==> src/rtl/core/ncs_pkg.sv <==
`default_nettype none
// ----------------------------------------------------------------------------
// ncs_pkg
// Shared types and constants of the normalised conductance spectrum unit.
// ----------------------------------------------------------------------------
package ncs_pkg;

	localparam int VW       = 24;  // voltage and current code width
	localparam int SVW      = 25;  // shifted voltage width
	localparam int TOLW     = 23;  // tolerance register width
	localparam int RATIOW   = 32;  // Q16.16 ratio
	localparam int STW      = 2;
	localparam int MAGW     = 24;  // magnitude of a difference or code
	localparam int PRODW    = 48;  // |dI|*|Vs| and |dV|*|I|
	localparam int FRACW    = 16;
	localparam int DIV_STEPS = 33; // quotient bits below the overflow limit
	localparam int DSTEPW   = $clog2(DIV_STEPS);

	localparam logic [STW-1:0] ST_OK   = 2'd0;
	localparam logic [STW-1:0] ST_SAT  = 2'd1;
	localparam logic [STW-1:0] ST_DIV0 = 2'd2;

	localparam logic [TOLW-1:0] TOL_RESET = 23'd1;

	typedef struct packed {
		logic load;      // store the accepted item
		logic clear;     // end of curve
		logic idx_clr;
		logic idx_inc;
		logic latch;     // take read data into the current/previous registers
		logic mark;      // note the index as the last kept point
		logic mul;
		logic div_init;
		logic div_step;
		logic out_load;
	} ncs_cmd_t;

	typedef struct packed {
		logic keep;      // point just read passes both tolerance checks
		logic idx_zero;
		logic idx_end;
		logic div_last;
		logic out_busy;
	} ncs_sts_t;

endpackage
`default_nettype wire

==> src/rtl/core/ncs_ctrl.sv <==
`default_nettype none
// ----------------------------------------------------------------------------
// ncs_ctrl
// Sequencer: loading, keep scan, per-point multiply and serial divide.
// ----------------------------------------------------------------------------
module ncs_ctrl
	import ncs_pkg::*;
(
	input  wire logic clk,
	input  wire logic arst_n,
	input  wire logic in_valid,
	input  wire logic in_last,
	output logic      in_ready,
	input  ncs_sts_t  sts,
	output ncs_cmd_t  cmd
);

	typedef enum logic [3:0] {
		S_IDLE, S_SCAN_RD, S_SCAN_LAT, S_RD, S_LAT, S_MUL, S_DIVI, S_DIV, S_FIN, S_DONE
	} state_t;

	state_t state_q;
	logic   kept;

	assign kept     = sts.keep && !sts.idx_zero;
	assign in_ready = (state_q == S_IDLE);

	always_ff @(posedge clk or negedge arst_n) begin
		if (!arst_n) begin
			state_q <= S_IDLE;
		end else begin
			unique case (state_q)
				S_IDLE:     if (in_valid && in_last) state_q <= S_SCAN_RD;
				S_SCAN_RD:  state_q <= S_SCAN_LAT;
				S_SCAN_LAT: state_q <= sts.idx_end ? S_RD : S_SCAN_RD;
				S_RD:       state_q <= S_LAT;
				S_LAT: begin
					if (kept)             state_q <= S_MUL;
					else if (sts.idx_end) state_q <= S_DONE;
					else                  state_q <= S_RD;
				end
				S_MUL:      state_q <= S_DIVI;
				S_DIVI:     state_q <= S_DIV;
				S_DIV:      if (sts.div_last) state_q <= S_FIN;
				S_FIN: begin
					if (!sts.out_busy) state_q <= sts.idx_end ? S_DONE : S_RD;
				end
				S_DONE:     state_q <= S_IDLE;
				default:    state_q <= S_IDLE;
			endcase
		end
	end

	always_comb begin
		cmd          = '0;
		cmd.load     = (state_q == S_IDLE) && in_valid;
		cmd.idx_clr  = (state_q == S_IDLE) || (state_q == S_SCAN_LAT && sts.idx_end);
		cmd.idx_inc  = (state_q == S_SCAN_LAT && !sts.idx_end)
			|| (state_q == S_LAT && !kept && !sts.idx_end)
			|| (state_q == S_FIN && !sts.out_busy && !sts.idx_end);
		cmd.latch    = (state_q == S_SCAN_LAT) || (state_q == S_LAT);
		cmd.mark     = (state_q == S_SCAN_LAT) && kept;
		cmd.mul      = (state_q == S_MUL);
		cmd.div_init = (state_q == S_DIVI);
		cmd.div_step = (state_q == S_DIV);
		cmd.out_load = (state_q == S_FIN) && !sts.out_busy;
		cmd.clear    = (state_q == S_DONE);
	end

	// a result is only formed once the divider has run its last step
	a_fin_after_div: assert property (@(posedge clk) disable iff (!arst_n)
		state_q == S_FIN |-> $past(state_q) == S_DIV || $past(state_q) == S_FIN)
		else $error("result stage entered without a finished division");

endmodule
`default_nettype wire

==> config.mk <==
export PLATFORM = sky130hd
export DESIGN_NAME = ncs_ctrl
export DESIGN_NICKNAME = d
export VERILOG_FILES = /design/src/rtl/core/ncs_pkg.sv /design/src/rtl/core/ncs_ctrl.sv
export SDC_FILE = /design/constraint.sdc
export NUM_CORES = 1
export LEC_CHECK = 0
export CAP_MARGIN = 20
export CORE_AREA = 2 2 39 41
export CTS_CLUSTER_SIZE = 14
export DETAILED_ROUTE_END_ITERATION = 10
export DIE_AREA = 0 0 41 43
export DONT_BUFFER_PORTS = 1
export GPL_TIMING_DRIVEN = 0
export PLACE_DENSITY = 0.58
export SYNTH_ARGS = -nofsm -noshare
export SYNTH_HDL_FRONTEND = slang
export SYNTH_SLANG_ARGS = --single-unit
==> constraint.sdc <==
create_clock -name clk -period 1.4 [get_ports clk]
set_input_delay 0.21 -clock clk [delete_from_list [all_inputs] [get_ports clk]]
set_output_delay 0.21 -clock clk [all_outputs]
set_load 0.01 [all_outputs]
==> flow_summary.toml, run 1 <==
[timing]
slew_headroom = 0.706
max_freq_mhz = 630
setup_viol = 10
final.setup.tns_ps = -1180
maxSlewViolCount = 0
final.min_clock_period_ps = 1590
fin_crit_sh = 1.13
finalHoldViolations = 0
worst_slack_ps = -187
worst_pin_slew_ps = 440
clock_skew_ps = 6.44
rsz0062_at_grt = "yes"

[run_status]
outcome = "complete, but fails checks"
violations = "negative setup slack"

[drt]
post_drt_wl_per_cell_um = 17.8
wl_um = 1600
vias = 514
dr.pass1.iters = 4
drt-initial-drc-count = 5
ant_nets = 0
route.detailed.drc = 0
vias_per_cell = 5.71

[global_route]
antenna_found_initial = 0
grt_pass1_vias = 470
grtUsageTotal = 0.163
grt.overflow.total = 0
grt_use_met2 = 0.294
grt_max_degree = 11
use_met3 = 0.0838
grt_pass1_wl_um = 1950
grtUsageMet1 = 0.156
top_usage_layer = "met2"

[layout]
finalInstanceArea_um2 = 787
layout_common_cells = "buf_4, buf_6, nor3_2"
final_core_util = 0.569
reg.largest.list = "state_q x4"
regMostFlops = "state_q"
areaGrowthSynthToFinish_pct = 88.3
drive_above_1_share = 0.743
nFillCells = 114
final_nets = 85
antennaDiodeCount = 0
layout_commonest_cell = "buf_4"
largest_reg_flops = 4

[die]
core_region_area_um2 = 1380
io-pin-count = 20
initial_core_util = 0.302
die_area_um2 = 1760
die_h_um = 43
rows = 14
die_w_um = 41

[worst_setup_path]
worstPathArrival_ps = 1380
crit_family = "flip-flops"
cpMaxStageDelayCell = "dfrtp_2"
cp.required_ps = 1190
crit_top_cell = "buf_6"
worst-path-stages = 5
cp.buffers_inverters = 3
critPathLaunchType = "flip-flop"
path_cells = "buf_6 > buf_6 > buf_6 > nor2_4 > and4b_2"
crit_fanout = 4
worstSetupPathType = "flip-flop to primary output"
cpPeakStageDelay_ps = 400
crit_path_end_kind = "primary output"
r2r_cells = 6

[hold_path]
hp-class = "input port to flip-flop"
min_path_cells = 1

[clock_tree]
clk-insertion-delay-late_ps = 240
cts-root-buf = "clkbuf_4"
cts_tree = "built"
htreeDepth = 1
cts_buffers = 3
cts_buffer_depth = 2
path_clk_slew_ps = 40
clkSinkCount = 4

[logic_synthesis]
syn_area_per_cell_um2 = 7.74
ys_ff_latch = 4
ys_types = 29
yosys-top-cells-area = "dfrtp_1, nor2_1, nor3_1"
yosys_warnings = 0
synth_area_um2 = 418
ys_seq_area_frac = 0.240
synth_top_area_frac = 0.240
syn_nets = 63
synth.largest_area_cell = "dfrtp_1"
syn_inst = 54

[placement]
place_hpwl_um = 766
gp_congestion = 0.802
place_area_um2 = 445
pre_cts_slack_ps = -78.1
port-buffer-count = 0

[job]
max-cap-violations = 0

[power_and_ir_drop]
ir_drop_mv = 0.890
powerDensity_nw_per_um2 = 2600
design_power_total_mw = 2.04
cellLeakagePower_nw = 0.313
## layer usage
layer / wire [um] / vias to the layer above
met3: 125 / 6
met4: 44 / 0
li1: - / 233
met1: 551 / 248
met5: 0 / -
met2: 879 / 27
## logic make-up (layout without fill, tap and decap cells)
| group | after synthesis | count (layout) | synth area share |
|---|---|---|---|
| AO/OA/AOI/OAI | 15 | 15 | 0.272 |
| XOR/XNOR | 1 | 1 | 0.0210 |
| buffers and inverters | 8 | 28 | 0.120 |
| flip-flops | 4 | 4 | 0.240 |
| AND/OR/NAND/NOR | 26 | 26 | 0.347 |
## worst paths after layout
path,from,end,slack (ps)
min,sts[0],state_q[3],150
min reg2reg,state_q[3],state_q[2],660
max,state_q[2],cmd[4],-190
max reg2reg,state_q[0],state_q[3],-130
min in group asynchronous,arst_n,state_q[2],230
max in group asynchronous,arst_n,state_q[3],980
## synthesized netlist by cell type
library cell,count
and4b_2,1
buf_4,1
nand2b_1,2
inv_2,1
or2_2,1
buf_2,1
a31o_2,1
o31a_1,1
o21ai_0,2
xnor2_1,1
o31ai_1,1
nor4_1,1
o22ai_1,1
and2_1,1
a21o_1,2
nand2b_2,1
nor3_1,5
dfrtp_1,4
a21oi_1,3
nor3_4,1
nor2b_1,1
nand2_1,4
nor2_1,7
inv_1,3
a32o_1,1
nand3_1,1
a2111oi_0,2
buf_6,2
a221oi_2,1
## report_power, final
part	total (mW)	switching [mW]	internal, mW
Clock	0.149	0.0532	0.0963
Sequential	0.227	0.0497	0.178
Combinational	1.67	0.821	0.846
## cell type report
class | count | area, um2 | area share
timing repair buffer | 17 | 153 | 0.194
inverter | 4 | 18.8 | 0.0238
tap | 16 | 20.0 | 0.0254
multi-input combinational | 42 | 417 | 0.529
buffer | 4 | 52.6 | 0.0668
clock buffer | 3 | 22.5 | 0.0286
sequential | 4 | 104 | 0.132
## metrics by stage
stage	hold slack, ps	instances
floorplan	-85.6	54
global placement	-85.5	70
detailed placement	-85.5	70
CTS	151	86
global route	148	90
finish	151	90
## worst register-to-register path, stage by stage (launching register included)
cell and delay [ps]:
dfrtp_2 420, buf_4 150, nor3_4 310, buf_6 150, buf_6 90, a221oi_4 60, a32o_1 230
## timing repair
item / 4_1_cts / 5_1_grt
hold endpoints to repair: 4 / 0
gates resized for setup: 26 / 20
buffers inserted: 12 / 5
hold buffers: 1 / 0
endpoints found under the setup margin: 13 / 14
pin swaps: 11 / 12
Power figures use the tool's default switching activity.
==> run 2, diff against run 1 <==
--- a/config.mk
+++ b/config.mk
@@ -13,6 +13,8 @@
 export DONT_BUFFER_PORTS = 1
 export GPL_TIMING_DRIVEN = 0
 export PLACE_DENSITY = 0.58
+export REMOVE_ABC_BUFFERS = 1
+export SETUP_SLACK_MARGIN = 0.02
 export SYNTH_ARGS = -nofsm -noshare
 export SYNTH_HDL_FRONTEND = slang
 export SYNTH_SLANG_ARGS = --single-unit
==> run 2 against run 1 <==
  * Total power down 12%
  * Count of clock-buffer cells in the layout is the same
  * Routed wire length decreased by 4.8%
  * Critical path type unchanged
  * Sequential share of layout area grew 2.0 points
  * The run still ends with negative setup slack left
==> flow_summary.toml, run 2 (synthesis gave the netlist of run 1 again) <==
[timing]
maxSlewViolCount = 0
fin_crit_sh = 1.10
final.setup.tns_ps = -871
slew_headroom = 0.763
setup_viol = 9
final.min_clock_period_ps = 1540
clock_skew_ps = 2.89
final.hold.worst_slack_ps = 175
worst_pin_slew_ps = 354
finalHoldViolations = 0
worst_slack_ps = -140
max_freq_mhz = 649
rsz0062_at_grt = "yes"

[drt]
vias_per_cell = 5.80
drt-initial-drc-count = 8
route.detailed.drc = 0
dr.pass1.iters = 3
wl_um = 1520
post_drt_wl_per_cell_um = 18.1
vias = 487
ant_nets = 0

[global_route]
grt_max_degree = 9
grtUsageTotal = 0.146
grt_pass1_vias = 453
antenna_found_initial = 0
grt.overflow.total = 0
grt_pass1_wl_um = 1760

[clock_tree]
cts_tree = "built"
cts-root-buf = "clkbuf_4"
clk-insertion-delay-late_ps = 230
cts_buffers = 3
clkSinkCount = 4
htreeDepth = 1
path_clk_slew_ps = 40
cts_buffer_depth = 2

[die]
initial_core_util = 0.302
die_w_um = 41
rows = 14
io-pin-count = 20
die_area_um2 = 1760
core_region_area_um2 = 1380
die_h_um = 43

[hold_path]
min_from = "sts[0]"
hp-class = "input port to flip-flop"
min_path_cells = 1
whs_endpoint = "state_q[3]"

[layout]
layout_common_cells = "buf_4, nor3_2, buf_6, dfrtp_2"
final_cells = 84
reg.largest.list = "state_q x4"
largest_reg_flops = 4
antennaDiodeCount = 0
areaGrowthSynthToFinish_pct = 65.6
drive_above_1_share = 0.676
regMostFlops = "state_q"
final_nets = 79
nFillCells = 124
layout_commonest_cell = "buf_4"

[power_and_ir_drop]
p_clk_frac = 0.079
seqPwrFrac = 0.176
cellLeakagePower_nw = 0.274
p_int_mw = 0.957
ir_drop_mv = 0.773
switchingPower_mw = 0.849
powerDensity_nw_per_um2 = 2610
switching_share = 0.470
power_frac_comb = 0.745

[placement]
dp.cells = 66
place_hpwl_um = 670
port-buffer-count = 0
gp_congestion = 0.617
pre_cts_slack_ps = -255

[job]
max-cap-violations = 0

[worst_setup_path]
worstPathArrival_ps = 1330
cp.required_ps = 1190
ff2ff_setup_slack_ps = -140
crit_path_end_kind = "primary output"
reg2reg_from = "state_q[1]"
r2r_end = "state_q[3]"
crit_fanout = 7
r2r_cells = 5
worstSetupPathType = "flip-flop to primary output"
critPathLaunchType = "flip-flop"

[run_status]
outcome = "complete, but fails checks"
violations = "negative setup slack"
[run 2: what timing repair did]
item,4_1_cts,5_1_grt
gates cloned,0,0
hold buffers,1,0
endpoints found under the hold margin,4,0
buffers inserted,10,4
setup endpoints to repair,14,14
pin swaps,2,7
resized for setup,20,14
[run 2: critical path, cell delays in order, from the launching register on]
cell and delay (ps):
dfrtp_2 460, buf_6 150, nor3_4 260, nand2_1 100, nor2_2 140
[run 2: layer usage]
metal,wire (um),vias up,GRT usage
met4,33,0,0.0400
met3,92,4,0.0314
li1,-,227,-
met2,844,18,0.278
met5,0,-,0
met1,554,238,0.144
[run 2: stage by stage]
stage	power (mW)	utilization	cell area, um2
final	1.81	0.500	692
after floorplan	0.793	-	383
after global placement	0.893	0.291	403
after CTS	1.45	0.429	593
after global routing	1.89	0.500	692
after detailed placement	0.897	0.291	403
[run 2: worst max path at each step]
stage	start	end	depth (start not counted)
CTS	state_q[3]	cmd[6]	4
floorplan	state_q[0]	cmd[9]	2
global placement	state_q[3]	state_q[3]	4
detailed placement	state_q[3]	state_q[3]	4
global route	state_q[1]	cmd[0]	4
finish	state_q[1]	cmd[0]	4
[run 2: final cells by class]
cell class | count | area (um2) | share of cell area
inverters | 4 | 15.0 | 0.0217
multi-input cells | 42 | 387 | 0.559
well taps | 16 | 20.0 | 0.0289
flip-flops and latches | 4 | 105 | 0.152
clock buffers | 3 | 22.5 | 0.0325
repair buffers | 15 | 143 | 0.206
[run 2: power by group through the flow]
stage / sequential (mW) / combinational, mW / clock [mW]
6_report: 0.318 / 1.35 / 0.142
5_1_grt: 0.323 / 1.40 / 0.159
4_1_cts: 0.316 / 0.987 / 0.148
3_5_place_dp: 0.338 / 0.559 / 0
3_3_place_gp: 0.339 / 0.554 / 0
2_1_floorplan: 0.300 / 0.493 / 0
